### config.mk
export PLATFORM = sky130hd
export DESIGN_NAME = nrpn_to_sysex_rate_limiter
export DESIGN_NICKNAME = d
export VERILOG_FILES = /design/src/rtl/n2s_pkg.sv /design/src/rtl/n2s_front.sv /design/src/rtl/n2s_queue.sv /design/src/rtl/n2s_back.sv /design/src/rtl/nrpn_to_sysex_rate_limiter.sv
export SDC_FILE = /design/constraint.sdc
export NUM_CORES = 1
export LEC_CHECK = 0
export BUFFER_PORTS_ARGS = -buffer_cell sky130_fd_sc_hd__buf_4
export CAP_MARGIN = 25
export CORE_ASPECT_RATIO = 0.6
export CORE_UTILIZATION = 35
export DETAILED_ROUTE_END_ITERATION = 7
export SYNTH_ARGS = -nofsm -noshare
export SYNTH_HDL_FRONTEND = slang
export SYNTH_SLANG_ARGS = --single-unit
### constraint.sdc
create_clock -name clock -period 16.1 [get_ports clock]
set_input_delay 0.805 -clock clock [delete_from_list [all_inputs] [get_ports clock]]
set_output_delay 0.805 -clock clock [all_outputs]
set_load 0.01 [all_outputs]
### src/rtl/n2s_pkg.sv
`timescale 1ns / 1ps

package n2s_pkg;

   localparam int unsigned MSG_BYTES = 10;
   localparam int unsigned IDX_W = $clog2(MSG_BYTES);
   localparam int unsigned QUEUE_DEPTH = 2;

   localparam logic [7:0] PACE_TICKS = 8'd32;
   localparam logic [6:0] EFFECT_CLAMP = 7'd20;

   localparam logic [7:0] HDR_ID = 8'h42;
   localparam logic [7:0] HDR_MODEL = 8'h32;
   localparam logic [7:0] HDR_DEV = 8'h7F;
   localparam logic [7:0] HDR_FUNC = 8'h41;
   localparam logic [7:0] BANK_PATTERN = 8'h62;
   localparam logic [7:0] BANK_EFFECT = 8'h50;

   localparam logic [1:0] REG_SAMPLE_SEL = 2'd0;
   localparam logic [1:0] REG_PATTERN_SEL = 2'd1;
   localparam logic [1:0] REG_EFFECT_SEL = 2'd2;

   localparam logic [IDX_W-1:0] LAST_IDX = IDX_W'(MSG_BYTES - 1);

   typedef struct packed {
      logic [7:0] b4;
      logic [7:0] b6;
      logic [7:0] b8;
      logic [7:0] b9;
   } n2s_msg_type;

   function automatic logic [7:0] msg_byte(input n2s_msg_type msg,
                                           input logic [IDX_W-1:0] idx);
      logic [7:0] b;
      b = 8'h00;
      case (idx)
         4'd0: b = HDR_ID;
         4'd1: b = HDR_MODEL;
         4'd2: b = HDR_DEV;
         4'd3: b = HDR_FUNC;
         4'd4: b = msg.b4;
         4'd6: b = msg.b6;
         4'd8: b = msg.b8;
         4'd9: b = msg.b9;
         default: b = 8'h00;
      endcase
      return b;
   endfunction

endpackage

### src/rtl/n2s_front.sv
`timescale 1ns / 1ps

module n2s_front
   import n2s_pkg::*;
(
   input  logic        clock,
   input  logic        reset,
   input  logic        req_tvalid,
   output logic        req_tready,
   input  logic        cmd,
   input  logic [13:0] param_number,
   input  logic [13:0] param_value,
   input  logic        csr_valid,
   input  logic [1:0]  csr_index,
   input  logic [13:0] csr_data,
   output logic        push_valid,
   input  logic        push_ready,
   output n2s_msg_type push_msg
);

   logic [13:0] sample_num_ff, pattern_num_ff, effect_num_ff;
   logic [7:0]  pace_ff, pace_in;
   logic        pend_valid_ff, pend_valid_in;
   n2s_msg_type pend_ff, pend_in;
   logic [6:0]  sample_sel_ff, sample_sel_in;
   logic [6:0]  pattern_sel_ff, pattern_sel_in;
   logic [6:0]  effect_sel_ff, effect_sel_in;

   logic        accept;
   logic [7:0]  pace_dec;
   logic [6:0]  target, low, tgt;
   logic [7:0]  low8;
   logic        mapped;
   n2s_msg_type built;

   assign req_tready = push_ready;
   assign accept = req_tvalid & push_ready;
   assign pace_dec = (pace_ff != 8'd0) ? pace_ff - 8'd1 : 8'd0;
   assign target = param_number[13:7];
   assign low = param_number[6:0];
   assign low8 = {1'b0, low};

   always_comb begin
      mapped = 1'b1;
      tgt = target;
      built.b4 = 8'h00;
      built.b6 = 8'h00;
      built.b8 = {1'b0, param_value[13:7]};
      built.b9 = 8'h00;
      if (low <= 7'd9) begin
         if (low <= 7'd7) begin
            built.b6 = low8;
         end else if (low == 7'd8) begin
            built.b6 = 8'h10;
            built.b8 = {1'b0, param_value[6:0]};
            built.b9 = {1'b0, param_value[13:7]};
         end else begin
            built.b6 = 8'h12;
         end
      end else if (low <= 7'd11) begin
         if (target == 7'd0) tgt = pattern_sel_ff;
         built.b4 = BANK_PATTERN;
         built.b6 = (low == 7'd10) ? {1'b0, tgt} : {1'b0, tgt} + 8'd16;
      end else if (low <= 7'd30) begin
         if (target == 7'd0) tgt = sample_sel_ff;
         built.b4 = {1'b0, tgt} + 8'd16;
         if (low <= 7'd19) built.b6 = low8 - 8'd12;
         else if (low <= 7'd22) built.b6 = low8 - 8'd4;
         else if (low <= 7'd24) built.b6 = low8 - 8'd2;
         else if (low <= 7'd26) built.b6 = low8 + 8'd2;
         else if (low == 7'd27) built.b6 = 8'h18;
         else if (low == 7'd28) built.b6 = 8'h1D;
         else if (low == 7'd29) built.b6 = 8'h19;
         else built.b6 = 8'h1A;
      end else if (low <= 7'd34) begin
         tgt = (target == 7'd0) ? effect_sel_ff : target - 7'd1;
         if (tgt > EFFECT_CLAMP) tgt = EFFECT_CLAMP;
         built.b4 = BANK_EFFECT;
         built.b6 = (low <= 7'd33) ? low8 - 8'd30 : {1'b0, tgt} + 8'd16;
      end else begin
         mapped = 1'b0;
      end
   end

   always_comb begin
      pace_in = pace_ff;
      pend_valid_in = pend_valid_ff;
      pend_in = pend_ff;
      sample_sel_in = sample_sel_ff;
      pattern_sel_in = pattern_sel_ff;
      effect_sel_in = effect_sel_ff;
      push_valid = 1'b0;
      push_msg = built;
      if (accept) begin
         pace_in = pace_dec;
         if (cmd) begin
            if (param_number == sample_num_ff) begin
               sample_sel_in = param_value[13:7];
            end else if (param_number == pattern_num_ff) begin
               pattern_sel_in = param_value[13:7];
            end else if (param_number == effect_num_ff) begin
               effect_sel_in = param_value[13:7];
            end else if (pace_dec == 8'd0 && pend_valid_ff) begin
               pend_valid_in = 1'b0;
               pace_in = PACE_TICKS;
               push_valid = 1'b1;
               push_msg = pend_ff;
            end else if (mapped) begin
               if (pace_dec != 8'd0) begin
                  pend_in = built;
                  pend_valid_in = 1'b1;
               end else begin
                  pace_in = PACE_TICKS;
                  push_valid = 1'b1;
               end
            end
         end
      end
   end

   always_ff @(posedge clock) begin
      pend_ff <= pend_in;
      if (reset) begin
         sample_num_ff <= 14'd16381;
         pattern_num_ff <= 14'd16382;
         effect_num_ff <= 14'd16383;
         pace_ff <= 8'd0;
         pend_valid_ff <= 1'b0;
         sample_sel_ff <= 7'd0;
         pattern_sel_ff <= 7'd0;
         effect_sel_ff <= 7'd0;
      end else begin
         pace_ff <= pace_in;
         pend_valid_ff <= pend_valid_in;
         sample_sel_ff <= sample_sel_in;
         pattern_sel_ff <= pattern_sel_in;
         effect_sel_ff <= effect_sel_in;
         if (csr_valid) begin
            unique case (csr_index)
               REG_SAMPLE_SEL:  sample_num_ff <= csr_data;
               REG_PATTERN_SEL: pattern_num_ff <= csr_data;
               REG_EFFECT_SEL:  effect_num_ff <= csr_data;
               default: ;
            endcase
         end
      end
   end

endmodule

### src/rtl/n2s_queue.sv
`timescale 1ns / 1ps

module n2s_queue
   import n2s_pkg::*;
(
   input  logic        clock,
   input  logic        reset,
   input  logic        push_valid,
   output logic        push_ready,
   input  n2s_msg_type push_msg,
   output logic        pop_valid,
   input  logic        pop_ready,
   output n2s_msg_type pop_msg
);

   localparam int unsigned PTR_W = $clog2(QUEUE_DEPTH);

   n2s_msg_type slot_ff [QUEUE_DEPTH];
   logic [PTR_W-1:0] wr_ptr_ff, wr_ptr_in, rd_ptr_ff, rd_ptr_in;
   logic [PTR_W:0]   count_ff, count_in;
   logic             do_push, do_pop;

   assign push_ready = (count_ff != (PTR_W + 1)'(QUEUE_DEPTH));
   assign pop_valid = (count_ff != '0);
   assign pop_msg = slot_ff[rd_ptr_ff];
   assign do_push = push_valid & push_ready;
   assign do_pop = pop_valid & pop_ready;

   always_comb begin
      wr_ptr_in = wr_ptr_ff;
      rd_ptr_in = rd_ptr_ff;
      count_in = count_ff;
      if (do_push) begin
         wr_ptr_in = (wr_ptr_ff == PTR_W'(QUEUE_DEPTH - 1)) ? '0 : wr_ptr_ff + 1'b1;
      end
      if (do_pop) begin
         rd_ptr_in = (rd_ptr_ff == PTR_W'(QUEUE_DEPTH - 1)) ? '0 : rd_ptr_ff + 1'b1;
      end
      if (do_push && !do_pop) count_in = count_ff + 1'b1;
      else if (do_pop && !do_push) count_in = count_ff - 1'b1;
   end

   always_ff @(posedge clock) begin
      if (do_push) slot_ff[wr_ptr_ff] <= push_msg;
      if (reset) begin
         wr_ptr_ff <= '0;
         rd_ptr_ff <= '0;
         count_ff <= '0;
      end else begin
         wr_ptr_ff <= wr_ptr_in;
         rd_ptr_ff <= rd_ptr_in;
         count_ff <= count_in;
      end
   end

endmodule

### src/rtl/n2s_back.sv
`timescale 1ns / 1ps

module n2s_back
   import n2s_pkg::*;
(
   input  logic        clock,
   input  logic        reset,
   input  logic        pop_valid,
   output logic        pop_ready,
   input  n2s_msg_type pop_msg,
   output logic        rsp_tvalid,
   input  logic        rsp_tready,
   output logic [7:0]  rsp_tdata,
   output logic        rsp_tlast
);

   n2s_msg_type      msg_ff, msg_in;
   logic             busy_ff, busy_in;
   logic [IDX_W-1:0] idx_ff, idx_in;
   logic             last_taken;

   assign rsp_tvalid = busy_ff;
   assign rsp_tdata = msg_byte(msg_ff, idx_ff);
   assign rsp_tlast = (idx_ff == LAST_IDX);
   assign last_taken = busy_ff & rsp_tready & rsp_tlast;
   assign pop_ready = !busy_ff || last_taken;

   always_comb begin
      msg_in = msg_ff;
      busy_in = busy_ff;
      idx_in = idx_ff;
      if (busy_ff && rsp_tready && !rsp_tlast) begin
         idx_in = idx_ff + 1'b1;
      end
      if (pop_ready) begin
         busy_in = pop_valid;
         idx_in = '0;
         if (pop_valid) msg_in = pop_msg;
      end
   end

   always_ff @(posedge clock) begin
      msg_ff <= msg_in;
      if (reset) begin
         busy_ff <= 1'b0;
         idx_ff <= '0;
      end else begin
         busy_ff <= busy_in;
         idx_ff <= idx_in;
      end
   end

endmodule

### src/rtl/nrpn_to_sysex_rate_limiter.sv
`timescale 1ns / 1ps
// NRPN to sysex translator with output pacing.
// req channel: one item per handshake; tuser carries cmd (0 = tick only,
// 1 = NRPN item), tdata carries param_number [13:0] and param_value [27:14].
// rsp channel: one message byte per handshake, ten bytes per message, tlast
// on the tenth byte.
// csr channel: csr_index selects the sample, pattern or effect selector
// number (0, 1, 2); csr_data is the 14-bit value. csr_ready is always high.
// The request that causes a message is registered in the queue slot, then
// in the serialiser, whose busy flag drives rsp_tvalid. Requests are taken
// one per cycle while the two-entry message queue has room; the byte
// serialiser drains one message at a time, one byte per handshake, so
// sustained rate is set by it when every request yields a message.
// Reset clears pacing, pending and selector state, empties the queue and
// restores the default selector numbers. When the receiver stalls, the
// current byte holds, the queue fills and then req_tready drops.
module nrpn_to_sysex_rate_limiter
   import n2s_pkg::*;
(
   input  logic        clock,
   input  logic        reset,
   input  logic        req_tvalid,
   output logic        req_tready,
   input  logic [31:0] req_tdata,   // param_number [13:0], param_value [27:14], zero pad
   input  logic        req_tuser,   // cmd
   output logic        rsp_tvalid,
   input  logic        rsp_tready,
   output logic [7:0]  rsp_tdata,   // out_byte [7:0]
   output logic        rsp_tlast,
   input  logic        csr_valid,
   output logic        csr_ready,
   input  logic [1:0]  csr_index,
   input  logic [13:0] csr_data
);

   logic        push_valid, push_ready, pop_valid, pop_ready;
   n2s_msg_type push_msg, pop_msg;
   logic [3:0]  pad_unused;

   assign csr_ready = 1'b1;
   assign pad_unused = req_tdata[31:28];

   n2s_front u_front (
      .clock        (clock),
      .reset        (reset),
      .req_tvalid   (req_tvalid),
      .req_tready   (req_tready),
      .cmd          (req_tuser),
      .param_number (req_tdata[13:0]),
      .param_value  (req_tdata[27:14]),
      .csr_valid    (csr_valid),
      .csr_index    (csr_index),
      .csr_data     (csr_data),
      .push_valid   (push_valid),
      .push_ready   (push_ready),
      .push_msg     (push_msg)
   );

   n2s_queue u_queue (
      .clock      (clock),
      .reset      (reset),
      .push_valid (push_valid),
      .push_ready (push_ready),
      .push_msg   (push_msg),
      .pop_valid  (pop_valid),
      .pop_ready  (pop_ready),
      .pop_msg    (pop_msg)
   );

   n2s_back u_back (
      .clock      (clock),
      .reset      (reset),
      .pop_valid  (pop_valid),
      .pop_ready  (pop_ready),
      .pop_msg    (pop_msg),
      .rsp_tvalid (rsp_tvalid),
      .rsp_tready (rsp_tready),
      .rsp_tdata  (rsp_tdata),
      .rsp_tlast  (rsp_tlast)
   );

endmodule

# Yosys cells after proc, flatten, opt, wreduce, memory -nomap -nowiden
# Memories as Yosys holds them, arrays and structs flattened. A register that Yosys moved wholly into a read port is not among the register bits.
# Index checks and enable logic that the tools add are counted.
[word_totals]
reg_bits = 113
ramBits = 64
output_inout_bits = 12
wordCells = 169
n_memories = 1
[op_classes]
addsub = 15
magnitude_cmp = 11
n_eq_ne = 18
muxes = 68
n_bitwise = 9
reduce_logical = 30
[mem_list]
columns = ["memory", "words", "width", "rd", "rd_ports_with_merged_regs", "write_ports", "line_no", "source"]
rows = [
  ["u_queue.slot_ff", 2, 32, 1, 1, 1, "n2s_queue.sv:18", "n2s_msg_type slot_ff [QUEUE_DEPTH];"],
]
[ops]
columns = ["operator", "count"]
rows = [
  ["32-bit 2-to-1 mux", 6],
  ["8-bit 2-to-1 mux", 19],
  ["7-bit 2-to-1 mux", 13],
  ["16-bit 2-to-1 mux", 4],
  ["8-bit one-hot mux with 8 select lines", 1],
  ["14-bit equality test", 3],
  ["7-bit by 5-bit less-or-equal comparator with 1-bit output, second input constant", 5],
  ["15-bit 2-to-1 mux", 2],
  ["7-bit by 5-bit adder with 8-bit output, second input constant", 3],
  ["7-bit by 5-bit equality test with 1-bit output, second input constant", 3],
  ["1-bit 2-to-1 mux", 19],
  ["8-bit nonzero test", 2],
  ["7-bit by 4-bit equality test with 1-bit output, second input constant", 2],
  ["7-bit by 4-bit less-or-equal comparator with 1-bit output, second input constant", 2],
  ["7-bit by 6-bit less-or-equal comparator with 1-bit output, second input constant", 2],
  ["7-bit by 2-bit adder with 8-bit output, second input constant", 1],
  ["4-bit by 2-bit equality test with 1-bit output, second input constant", 2],
  ["4-bit by 3-bit equality test with 1-bit output, second input constant", 2],
  ["4-bit equality test, second input constant", 2],
  ["8-bit logical NOT", 1],
  ["2-bit 2-to-1 mux", 4],
  ["2-bit AND reduction", 4],
  ["8-bit AND reduction", 1],
  ["2-bit nonzero test", 4],
  ["other kinds (29)", 44],
]

# Logic depth before layout (Yosys ltp)
# Gate-level depths: netlist of the first run.
[depth]
depth_word = 20
mapped_depth = 14
depth_no_buf = 12

# Modules after synthesis
# A second synthesis of the first run with hierarchy kept.
[unflattened]
cells_unflattened = 983
area_unflattened_um2 = 10787.8
[by_module_without_submodules]
columns = ["module", "instances", "cells_each", "area_per_inst_um2", "seq_area_each_um2"]
rows = [
  ["n2s_front", 1, 742, 6653.9, 2342.2],
  ["n2s_queue", 1, 124, 2524.9, 2021.9],
  ["n2s_back", 1, 115, 1597.8, 1061.0],
  ["nrpn_to_sysex_rate_limiter", 1, 2, 11.3, 0.0],
]

# Worst setup path before layout of the first run
# Ideal clock, no wire load.
[synth_timing]
path_kind = "input -> register"
from = "input port req_tdata[2]"
to = "memory u_queue.slot_ff[0][0] (netlist name) (enable)"
setup_ps = 493
arrival_time_ps = 5035
path_slack_ps = 10572
cell_stages = 9
path_buffers = 2
cell_sequence = "buf_2 -> inv_1 -> ha_1 -> nor2b_1 -> clkbuf_1 -> o21ai_0 -> a21oi_1 -> o21ai_2 -> nor4_1"
[synth_between]
elab_chain_cells = 15
[synth_lines]
columns = ["element", "line_no", "source"]
rows = [
  ["from (decl)", "nrpn_to_sysex_rate_limiter.sv:24", "input logic [31:0] req_tdata,"],
  ["7-bit by 6-bit less-or-equal comparator with 1-bit output", "n2s_front.sv:75", "end else if (low <= 7'd34) begin"],
  ["1-bit 2-to-1 mux", "n2s_front.sv:75", ""],
  ["1-bit 2-to-1 mux", "n2s_front.sv:64", "end else if (low <= 7'd30) begin"],
  ["1-bit 2-to-1 mux", "n2s_front.sv:60", "end else if (low <= 7'd11) begin"],
  ["1-bit 2-to-1 mux", "n2s_front.sv:50", "if (low <= 7'd9) begin"],
  ["1-bit 2-to-1 mux", "n2s_front.sv:108", "end else if (mapped) begin"],
  ["1-bit 2-to-1 mux", "n2s_front.sv:103", "end else if (pace_dec == 8'd0 && pend_valid_ff) begin"],
  ["1-bit 2-to-1 mux", "n2s_front.sv:101", "end else if (param_number == effect_num_ff) begin"],
  ["1-bit 2-to-1 mux", "n2s_front.sv:99", "end else if (param_number == pattern_num_ff) begin"],
  ["1-bit 2-to-1 mux *", "n2s_front.sv:97", "if (param_number == sample_num_ff) begin"],
  ["1-bit 2-to-1 mux *", "n2s_front.sv:96", "if (cmd) begin"],
  ["1-bit 2-to-1 mux *", "n2s_front.sv:94", "if (accept) begin"],
  ["1-bit AND *", "n2s_queue.sv:26", "assign do_push = push_valid & push_ready;"],
  ["1-bit 2-to-1 mux *", "n2s_queue.sv:44", "if (do_push) slot_ff[wr_ptr_ff] <= push_msg;"],
  ["1-bit 2-to-1 mux (implied by the code) *", "n2s_queue.sv:44", ""],
  ["to (decl)", "n2s_queue.sv:18", ""],
]
# Mark *: on every way between the ends. The rest lies on a longest branch, timed or not.

==> impl_metrics.py, run 1 <==
metrics = {
    "min_path": {
        "worstHoldPathType": "flip-flop to flip-flop",
        "min_from": "u_front.pattern_num_ff[0]",
        "hold_path_depth": 2,
    },
    "global_route": {
        "grt_util_met1_pct": 29.4,
        "track_usage_pct": 17.6,
        "busiest_layer": "met1",
        "met2_usage_pct": 23.4,
        "grt_max_degree": 79,
        "grt_util_met3_pct": 2.31,
        "gr-total-overflow": 0,
        "antenna_found_initial": 0,
        "grt_pass1_wl_um": 41100,
        "grt_pass1_vias": 6853,
    },
    "timing": {
        "timing.final.crit_share_pct": 24.4,
        "fin_tns_setup_ps": 0,
        "fin_worst_skew_ps": 12.5,
        "slew_headroom_pct": 33.6,
        "setup_viol": 0,
        "finalCriticalPeriod_ps": 3930,
        "max_slew.worst_pin.slew_ps": 994,
        "rsz0062_at_grt": "false",
        "slew_viol_final": 0,
        "max_freq_mhz": 254,
        "final_hold_viol_count": 0,
        "worst_slack_ps": 12170,
    },
    "critical_path": {
        "ff2ff_setup_slack_ps": 12520,
        "r2r_cells": 7,
        "critPathMaxFanout": 9,
        "arrival_ps": 4170,
        "slowest_stage": "or4b_1",
        "cp-startpoint": "req_tdata[8]",
        "cp-endpoint": "u_queue.slot_ff[1][21]",
        "critPathRequiredTime_ps": 16340,
        "crit_top_cell": "ha_1",
        "critPathMaxStageDelay_ps": 700,
        "endpoint_kind": "flip-flop",
        "crit_type": "primary input to flip-flop",
        "timing.rr.start": "u_front.sample_num_ff[6]",
        "r2r_end": "u_queue.slot_ff[0][11]",
        "critPathLaunchType": "primary input",
        "path_cells": "buf_4 > inv_1 > ha_1 > or4b_1 > a2111oi_4 > nor4_2 > or2_2 > ha_1 > o311ai_0 > a21oi_1 > nor3_1 > a211oi_1 > mux2_1",
    },
    "synthesis": {
        "synth_area_sq_um": 10300,
        "yosysTopAreaCell": "edfxtp_1",
        "synth_seq_cells": 201,
        "syn_nets": 1029,
        "synth_mux_area_share_pct": 9.38,
        "async_flop_share_pct": 0,
        "synth-xor-area-share_pct": 4.42,
        "yosysMostFrequentCell": "edfxtp_1",
        "synth_compound_area_share_pct": 12.2,
        "synth.distinct_cells": 82,
        "netlist_instances": 955,
        "synth_warnings": 0,
        "synth_edf_count": 120,
        "synthTopCellsByCount": "120 x edfxtp_1, 111 x nand2_1, 81 x dfxtp_1",
        "synth_top_family_by_area": "simple AND/OR/NAND/NOR gates",
        "synth_fa_ha_area_share_pct": 2.43,
        "synthSimpleGateAreaFrac_pct": 17.1,
        "synth_ff_type": "edfxtp_1",
        "netlist.area_leader.share_pct": 35.0,
        "synth_area_per_cell_sq_um": 10.8,
        "synth_area_leaders": "edfxtp_1 35%, dfxtp_1 16%, mux2_2 4.2%, nand2_1 4.0%, mux2_1 3.3%",
        "ys_seq_area_share_pct": 50.8,
    },
    "clock_network": {
        "clkLatencyLatePin_ps": 500,
        "cts_resized": 0,
        "postCtsHoldBufs": 0,
        "clk_path_buf_depth": 3,
        "clk_pin_slew_ps": 60,
        "cts_sinks": 201,
        "cts_tree": "built",
        "htree_levels": 1,
        "clockRootBuffer": "clkbuf_16",
        "numCtsBuffers": 21,
        "cts_setup_buffers": 0,
    },
    "detailed_routing": {
        "drt_iter0_drc": 631,
        "drc_errors": 0,
        "ant_nets": 0,
        "via_per_inst": 5.39,
        "wirelength_um": 26200,
        "drt_pass1_iterations": 5,
        "wl_per_cell_um": 19.1,
        "vias": 7378,
    },
    "floorplan": {
        "rows": 48,
        "io_pins": 66,
        "dieArea_sq_um": 30100,
        "die_w_um": 223,
        "core_sq_um": 28800,
        "die_height_um": 135,
        "initial_core_util_pct": 35.7,
    },
    "placed_design": {
        "gp_congestion": 0.886,
        "dp_slack_ps": 11710,
        "port-buffer-count": 60,
        "hpwlAfterDp_um": 17900,
    },
    "layout": {
        "area_delta_synth_final_pct": 13.4,
        "seq_area_sq_um": 5230,
        "multiInputGateArea_sq_um": 4710,
        "fillers": 2805,
        "nNetsFinal": 1053,
        "drive_gt1_share_pct": 16.3,
        "antenna_cells": 0,
    },
    "run_status": {
        "status": "complete, no violations",
    },
    "power_and_ir_drop": {
        "p_per_area_nw_per_um2": 125,
        "leakage_nw": 4.19,
        "vdd_ir_drop_max_mv": 0.0648,
    },
    "job": {
        "cap_violations": 0,
    },
}
## cells by family (layout without fill, tap and decap cells)
| group | count (synthesis) | count (layout) |
|---|---|---|
| AND/OR/NAND/NOR | 332 | 332 |
| flip-flops | 201 | 201 |
| AO/OA/AOI/OAI | 176 | 176 |
| multiplexers | 88 | 88 |
| buffers and inverters | 84 | 122 |
| XOR/XNOR | 52 | 52 |
| adder cells (fa/ha/maj) | 20 | 20 |
| other | 2 | 2 |
## through the flow
stage / total power [W] / instances / util [%] / hold slack [ps] / instance area, sq um
2_1_floorplan: 0.000884 / 955 / - / 449 / 10300
3_3_place_gp: 0.000972 / 1331 / 38.1 / 457 / 11000
3_5_place_dp: 0.000974 / 1331 / 38.1 / 460 / 11000
4_1_cts: 0.00147 / 1368 / 40.5 / 468 / 11700
5_1_grt: 0.00154 / 1368 / 40.5 / 485 / 11700
6_report: 0.00146 / 1368 / 40.5 / 471 / 11700
## state kept, by name (all words and copies together) (netlist names)
signal	flops
u_back.idx_ff	4
u_back.msg_ff	30
u_back.rsp_tvalid	1
u_front.effect_num_ff	14
u_front.effect_sel_ff	7
u_front.pace_ff	8
u_front.pattern_num_ff	14
u_front.pattern_sel_ff	7
u_front.pend_ff	30
u_front.pend_valid_ff	1
u_front.sample_num_ff	14
u_front.sample_sel_ff	7
u_queue.count_ff	2
u_queue.rd_ptr_ff	1
u_queue.slot_ff	60
u_queue.wr_ptr_ff	1
## placed cells by master, fill, tap and decap left out, types with 9 or more instances in the layout
cell and count:
mux2i_1 20, a21o_1 9, inv_1 19, clkbuf_16 21, mux2_1 30, nand2_1 111
o21ai_0 28, xnor2_1 17, xor2_1 35, nand3_1 13, a211o_1 13, a31oi_1 10
dfxtp_1 80, nor2_1 68, nor3_1 10, mux2_2 38, ha_1 20, nor4_1 13
nor2b_1 19, edfxtp_1 120, and2_1 11, nand3b_1 32, buf_4 66, a21oi_1 39
## worst max-delay path, delay by kind of cell
kind / cells / cell delay [ps]
multiplexers: 1 / 410
adder cells (fa/ha/maj): 2 / 500
buffers and inverters: 2 / 240
AND/OR/NAND/NOR: 4 / 1490
AO/OA/AOI/OAI: 4 / 710
## power breakdown
part	leakage (nW)	switching, W	internal [W]	total [W]
Sequential	1.77	0.0000494	0.000624	0.000674
Combinational	2.07	0.000170	0.000123	0.000292
Clock	0.347	0.000200	0.000295	0.000495
Total	4.19	0.000419	0.00104	0.00146
## layout make-up
| cell class | count | share of cell area [%] |
|---|---|---|
| repair buffers | 66 | 4.24 |
| flip-flops and latches | 201 | 44.8 |
| multi-input cells | 670 | 40.3 |
| inverters | 19 | 0.611 |
| well taps | 375 | 4.02 |
| clock inverters | 8 | 0.825 |
| clock buffers | 29 | 5.19 |
## worst min-delay path by stage
| stage | end | slack, ps |
|---|---|---|
| floorplan | u_front.pattern_num_ff[0] | 450 |
| global placement | u_front.pattern_num_ff[0] | 460 |
| detailed placement | u_front.pattern_num_ff[0] | 460 |
| CTS | u_front.pattern_num_ff[0] | 470 |
| global route | u_front.pattern_num_ff[0] | 480 |
| finish | u_front.pattern_num_ff[0] | 470 |
## metal layers
metal,vias up,wire [um]
met3,27,1410
li1,3534,-
met1,3597,14600
met4,0,334
met2,220,9840
met5,-,0
(Power assumes the default switching activity.)
==> run 2: changes to the inputs <==
- ABC_AREA: default -> 1
- clock period: 16.1 -> 3.2 ns (I/O delays scaled with it)
==> run 2 against run 1 <==
Compared with the run above:
- final area rose by 3.1%
- utilization rose by 2.3 points
- area after synthesis is 0.97% lower
- highest routed layer unchanged
==> impl_metrics.py, run 2 <==
metrics = {
    "detailed_routing": {
        "drc_errors": 0,
        "wirelength_um": 27400,
        "wl_per_cell_um": 16.0,
        "drt_iter0_drc": 773,
        "via_per_inst": 4.95,
        "drt_pass1_iterations": 5,
        "vias": 8465,
        "ant_nets": 0,
    },
    "clock_network": {
        "clkLatencyLatePin_ps": 510,
        "cts_setup_buffers": 0,
        "cts_resized": 0,
        "cts_tree": "built",
        "numCtsBuffers": 21,
        "clk_path_buf_depth": 3,
        "clk_pin_slew_ps": 60,
        "htree_levels": 1,
        "clockRootBuffer": "clkbuf_16",
        "cts_sinks": 201,
        "postCtsHoldBufs": 31,
    },
    "placed_design": {
        "gp_congestion": 0.925,
        "port-buffer-count": 60,
        "dp.cells": 1641,
        "place_area_sq_um": 11100,
        "hpwlAfterDp_um": 20100,
    },
    "critical_path": {
        "crit_top_cell": "o21ai_0",
        "critPathRequiredTime_ps": 3590,
        "slowest_stage": "dfxtp_1",
        "cp-startpoint": "u_front.pace_ff[0]",
        "arrival_ps": 3140,
        "critPathMaxFanout": 13,
        "endpoint_kind": "flip-flop",
        "critPathMaxStageDelay_ps": 310,
        "timing.rr.start": "u_front.pace_ff[0]",
        "crit_type": "flip-flop to flip-flop",
        "path_buf_inv": 1,
        "critPathLaunchType": "flip-flop",
        "critPathTopFamily": "simple AND/OR/NAND/NOR gates",
        "path_cells": "inv_1 > ha_1 > nand4_4 > nand3b_1 > nand3_1 > nor2_2 > o21ai_0 > nor2_2 > ha_1 > a21oi_1 > o21ai_0 > o21ai_0 > a21oi_1",
    },
    "synthesis": {
        "async_flop_share_pct": 0,
        "synth_ff_type": "edfxtp_1",
        "syn_nets": 1308,
        "synth_seq_cells": 201,
        "synth_warnings": 0,
        "synthSimpleGateAreaFrac_pct": 27.9,
        "synth-xor-area-share_pct": 3.01,
        "synth_mux_area_share_pct": 0.0982,
        "synth_area_sq_um": 10200,
        "synth.distinct_cells": 52,
        "synth_fa_ha_area_share_pct": 2.45,
        "synth_edf_count": 120,
        "synth_area_leaders": "edfxtp_1 35%, dfxtp_1 16%, nand2_1 16%, nand3_1 3.9%, inv_1 3.5%",
        "synth_compound_area_share_pct": 8.71,
        "ys_seq_area_share_pct": 51.3,
        "netlist.area_leader.share_pct": 35.4,
        "synth_top_family_by_area": "simple AND/OR/NAND/NOR gates",
        "netlist_instances": 1234,
        "yosysTopAreaCell": "edfxtp_1",
        "yosysMostFrequentCell": "nand2_1",
        "synth_area_per_cell_sq_um": 8.26,
        "synthTopCellsByCount": "431 x nand2_1, 120 x edfxtp_1, 95 x inv_1",
    },
    "layout": {
        "area_delta_synth_final_pct": 18.1,
        "final_cell_area_sq_um": 12000,
        "post-route-util_pct": 42.8,
        "largest_reg_flops": 60,
        "nNetsFinal": 1402,
        "antenna_cells": 0,
        "finalNonFillerCells": 1709,
        "layout_common_cells": "431 x nand2_1, 120 x edfxtp_1, 94 x inv_1",
        "layout_commonest_cell": "nand2_1",
        "drive_gt1_share_pct": 12.3,
        "biggestRegsByFlops": "u_queue.slot_ff x60, u_back.msg_ff x30, u_front.pend_ff x30",
        "largest-register": "u_queue.slot_ff",
    },
    "timing": {
        "setup_viol": 0,
        "finalCriticalPeriod_ps": 2750,
        "final_hold_viol_count": 0,
        "max_freq_mhz": 364,
        "slew_headroom_pct": 37.4,
        "rsz0062_at_grt": "false",
        "slew_viol_final": 0,
        "fin_tns_setup_ps": 0,
        "max_slew.worst_pin.slew_ps": 934,
        "timing.final.crit_share_pct": 85.8,
        "fin_worst_skew_ps": 6.96,
    },
    "run_status": {
        "status": "complete, no violations",
    },
    "power_and_ir_drop": {
        "combPwrFrac_pct": 23.0,
        "sw_frac_of_total_pct": 31.4,
        "leakage_nw": 5.16,
        "pwr-share-seq_pct": 45.0,
        "p_int_w": 0.00494,
        "power.switching_w": 0.00226,
        "clkPwrFrac_pct": 32.0,
        "p_per_area_nw_per_um2": 598,
        "vdd_ir_drop_max_mv": 0.344,
    },
    "min_path": {
        "min_from": "rsp_tready",
        "worstHoldPathType": "primary input to flip-flop",
    },
    "floorplan": {
        "die_w_um": 222,
        "rows": 47,
        "die_height_um": 134,
        "dieArea_sq_um": 29800,
        "initial_core_util_pct": 36.3,
        "io_pins": 66,
        "core_sq_um": 28100,
    },
    "global_route": {
        "track_usage_pct": 18.7,
        "grt_pass1_vias": 7914,
        "grt_util_met1_pct": 29.9,
        "grt_util_met3_pct": 4.78,
        "grt_max_degree": 33,
        "met2_usage_pct": 24.8,
        "busiest_layer": "met1",
        "grt_pass1_wl_um": 43600,
        "antenna_found_initial": 0,
        "gr-total-overflow": 0,
    },
    "job": {
        "cap_violations": 0,
    },
}
## run 2: path summary, 6_finish.rpt
path	slack [ps]	cells after the start	end
worst max-delay path	450	13	u_queue.count_ff[1]
worst min-delay path	60	5	u_back.idx_ff[3]
worst max register to register	450	13	u_queue.count_ff[1]
worst min register to register	450	2	u_front.sample_sel_ff[1]
## run 2: area by class of cell
type                            instances  area [sq um]
Clock buffer                           23           533
Clock inverter                         14          97.6
Fill cell                            2825         16100
Inverter                              111           424
Multi-Input combinational cell        878          4330
Sequential cell                       201          5230
Tap cell                              367           459
Timing Repair Buffer                  115           966
## run 2: logic make-up after synthesis
kind of cell,count (synthesis)
xor+xnor,35
fa+ha+maj,20
mux,1
other cells,2
simple gates,666
compound gates,154
buf+inv,155
flops,201
## run 2: power groups by stage
stage	combinational, W	clock, W	sequential (W)
2_1_floorplan	0.00116	0	0.00326
3_3_place_gp	0.00160	0	0.00328
3_5_place_dp	0.00162	0	0.00330
4_1_cts	0.00166	0.00236	0.00324
5_1_grt	0.00188	0.00246	0.00327
6_report	0.00166	0.00230	0.00324
## run 2: through the flow
| stage | total power, W | setup slack, ps | hold slack (ps) |
|---|---|---|---|
| after floorplan | 0.00443 | 25.9 | 273 |
| after global placement | 0.00488 | 443 | 378 |
| after detailed placement | 0.00492 | 353 | 388 |
| after CTS | 0.00726 | 459 | 50.3 |
| after global routing | 0.00761 | 161 | 68.4 |
| final | 0.00720 | 455 | 63.8 |
## run 2: tightest hold or removal path: stages
cell and delay, ps:
buf_4 110, nand2_1 50, inv_1 60, nand3_1 80
a21oi_1 50
## run 2: layer usage
layer | wire, um | part of all wire, % | vias to the layer above
li1 | - | - | 4255
met1 | 14600 | 53 | 3911
met2 | 10200 | 37 | 271
met3 | 2340 | 8.5 | 28
met4 | 303 | 1.1 | 0
met5 | 0 | 0 | -
==> run 3: changes to the inputs <==
- SYNTH_HIERARCHICAL: default -> 1
==> run 3 against run 2 <==
Compared with the run above:
- synthesized cell count about the same
- sequential power up 5%
- worst hold slack improved by 38 ps
- final area increased by 5.8%
- total power rose by 8.9%
- first-iteration DRC count up 19%
- utilization down 0.70 points
- largest cell class unchanged
- highest routed layer unchanged
==> impl_metrics.py, run 3 <==
metrics = {
    "synthesis": {
        "synth_edf_count": 126,
        "synth_ff_type": "edfxtp_1",
        "netlist.area_leader.share_pct": 34.8,
        "yosysTopAreaCell": "edfxtp_1",
        "async_flop_share_pct": 0,
        "synth_warnings": 6,
        "ys_seq_area_share_pct": 49.9,
        "synth_area_per_cell_sq_um": 8.81,
        "synth_area_sq_um": 10900,
        "synth_seq_cells": 208,
        "synth_area_leaders": "edfxtp_1 35%, dfxtp_1 15%, nand2_1 11%, mux2_4 4.1%, inv_1 4.1%",
        "yosysMostFrequentCell": "nand2_1",
        "synthTopCellsByCount": "326 x nand2_1, 126 x edfxtp_1, 119 x inv_1",
        "synthSimpleGateAreaFrac_pct": 25.1,
        "synth_mux_area_share_pct": 4.35,
        "synth_fa_ha_area_share_pct": 2.42,
        "netlist_instances": 1233,
        "synth_compound_area_share_pct": 7.57,
        "synth-xor-area-share_pct": 2.58,
        "synth_top_family_by_area": "simple AND/OR/NAND/NOR gates",
        "synth.distinct_cells": 53,
    },
    "critical_path": {
        "critPathMaxFanout": 5,
        "critPathLaunchType": "flip-flop",
        "arrival_ps": 3310,
        "slowest_stage": "dfxtp_1",
        "r2r_end": "u_queue/count_ff[1]",
        "cp-endpoint": "u_queue/count_ff[1]",
        "critPathRequiredTime_ps": 3650,
        "r2r_cells": 17,
        "crit_top_cell": "inv_1",
        "ff2ff_setup_slack_ps": 340,
        "timing.rr.start": "u_front/pace_ff[0]",
        "endpoint_kind": "flip-flop",
        "path_cells": "inv_1 > ha_1 > xor2_1 > o31a_1 > nor2_2 > nand3b_1 > nor2_1 > nand2_1 > nor2_1 > nand2_1 > inv_1 > ha_1 > inv_1 > nand3_1 > nand2_1 > inv_1 > nor2_1",
        "cp-startpoint": "u_front/pace_ff[0]",
        "critPathMaxStageDelay_ps": 330,
        "crit_type": "flip-flop to flip-flop",
    },
    "timing": {
        "final_hold_viol_count": 0,
        "fin_worst_skew_ps": 14.7,
        "timing.final.crit_share_pct": 89.3,
        "holdWs_ps": 101,
        "rsz0062_at_grt": "false",
        "setup_viol": 0,
        "max_slew.worst_pin.slew_ps": 855,
        "max_freq_mhz": 350,
        "slew_viol_final": 0,
        "finalCriticalPeriod_ps": 2860,
        "slew_headroom_pct": 42.4,
    },
    "layout": {
        "seq_area_sq_um": 5430,
        "largest_reg_flops": 64,
        "finalNonFillerCells": 1743,
        "nNetsFinal": 1395,
        "fillers": 2967,
        "largest-register": "u_queue/slot_ff",
        "drive_gt1_share_pct": 15.5,
        "layout_common_cells": "326 x nand2_1, 126 x edfxtp_1, 119 x inv_1",
        "biggestRegsByFlops": "u_queue/slot_ff x64, u_back/msg_ff x32, u_front/pend_ff x30",
        "multiInputGateArea_sq_um": 4620,
        "layout_commonest_cell": "nand2_1",
        "antenna_cells": 0,
        "area_delta_synth_final_pct": 17.1,
    },
    "floorplan": {
        "initial_core_util_pct": 35.9,
        "core_sq_um": 30200,
        "die_height_um": 138,
        "io_pins": 66,
        "dieArea_sq_um": 31800,
        "die_w_um": 229,
        "rows": 49,
    },
    "detailed_routing": {
        "drc_errors": 0,
        "ant_nets": 0,
        "drt_pass1_iterations": 5,
        "via_per_inst": 4.96,
        "wirelength_um": 28100,
        "wl_per_cell_um": 16.1,
        "vias": 8642,
        "drt_iter0_drc": 923,
    },
    "placed_design": {
        "port-buffer-count": 60,
        "hpwlAfterDp_um": 20400,
        "dp.cells": 1674,
        "gp_congestion": 0.903,
    },
    "job": {
        "cap_violations": 0,
    },
    "clock_network": {
        "numCtsBuffers": 21,
        "cts_sinks": 208,
        "clk_path_buf_depth": 3,
        "clk_pin_slew_ps": 60,
        "clkLatencyLatePin_ps": 520,
        "htree_levels": 1,
        "clockRootBuffer": "clkbuf_16",
        "cts_tree": "built",
    },
    "global_route": {
        "gr-total-overflow": 0,
        "antenna_found_initial": 1,
        "grt_pass1_vias": 7814,
        "grt_pass1_wl_um": 43900,
        "grt_max_degree": 33,
        "track_usage_pct": 17.6,
    },
    "power_and_ir_drop": {
        "clkPwrFrac_pct": 33.5,
        "combPwrFrac_pct": 23.2,
        "sw_frac_of_total_pct": 30.3,
        "power.switching_w": 0.00238,
        "p_int_w": 0.00546,
        "p_per_area_nw_per_um2": 616,
        "p_total_w": 0.00784,
        "pwr-share-seq_pct": 43.4,
        "leakage_nw": 5.33,
        "vdd_ir_drop_max_mv": 0.309,
    },
    "min_path": {
        "worstHoldPathType": "primary input to flip-flop",
    },
    "run_status": {
        "status": "complete, no violations",
    },
}
[run 3: changes by cell type after synthesis, moves of 9 or more]
| cell | previous run | this run |
|---|---|---|
| a21oi_1 | 62 | 52 |
| inv_1 | 95 | 119 |
| mux2_4 | 0 | 30 |
| nand2_1 | 431 | 326 |
| nand4_1 | 15 | 28 |
| nor2_1 | 85 | 111 |
| xor2_1 | 19 | 10 |
[run 3: kinds of logic (layout without fill, tap and decap cells)]
kind of cell / count (synthesis) / in the layout
DFF: 208 / 208
other: 2 / 4
and+or+nand+nor: 608 / 608
adders and majority gates: 21 / 21
AOI/OAI and AO/OA: 144 / 144
buffers and inverters: 186 / 286
xor gates and xnor gates: 32 / 32
muxes: 32 / 32
[run 3: critical path: cells and delay by family, from the launching register on]
family	cells	cell delay, ps
DFF	1	330
adders and majority gates	2	540
AOI/OAI and AO/OA	1	290
xor gates and xnor gates	1	180
buffers and inverters	4	310
and+or+nand+nor	9	1140
[run 3: worst min path at each step]
stage	from	endpoint	slack, ps	depth (start not counted)
6_report	rsp_tready	u_back/idx_ff[1]	100	5
5_1_grt	rsp_tready	u_back/idx_ff[1]	110	5
4_1_cts	rsp_tready	u_back/idx_ff[1]	80	5
3_5_place_dp	csr_data[7]	u_front/effect_num_ff[7]	390	3
3_3_place_gp	csr_data[7]	u_front/effect_num_ff[7]	380	3
2_1_floorplan	reset	u_back/rsp_tvalid	230	1
[run 3: power groups by stage]
stage | sequential, W | combinational [W] | clock [W]
4_1_cts | 0.00340 | 0.00180 | 0.00270
5_1_grt | 0.00343 | 0.00201 | 0.00282
6_report | 0.00340 | 0.00182 | 0.00263
3_3_place_gp | 0.00345 | 0.00173 | 0
3_5_place_dp | 0.00345 | 0.00176 | 0
2_1_floorplan | 0.00335 | 0.00143 | 0
[run 3: stage by stage]
step | setup WS, ps | setup TNS, ps | area, sq um | util, %
after floorplan | -198 | -12700 | 10900 | -
after global placement | 439 | 0 | 11700 | 38.7
after detailed placement | 382 | 0 | 11700 | 38.7
after CTS | 372 | 0 | 12700 | 42.1
after global routing | 23.2 | 0 | 12700 | 42.1
final | 342 | 0 | 12700 | 42.1
[run 3: metal layers]
| layer | vias up | track usage, % | wire length [um] |
|---|---|---|---|
| li1 | 4261 | - | - |
| met1 | 4047 | 30.0 | 15400 |
| met2 | 306 | 21.9 | 10200 |
| met3 | 28 | 3.38 | 2150 |
| met4 | 0 | 3.51 | 384 |
| met5 | - | 0 | 0 |
[run 3: layout make-up]
cell class              count  share of cell area [%]
well taps                 408                    4.01
clock inverters            12                    1.34
multi-input cells         841                    36.3
flip-flops and latches    208                    42.6
repair buffers            105                    7.10
inverters                 143                    4.30
clock buffers              26                    4.36
[run 3: timing repair]
item,CTS,global route
setup buffers,0,0
gates resized for setup,0,0
hold buffers,31,0
hold endpoints to repair,78,0
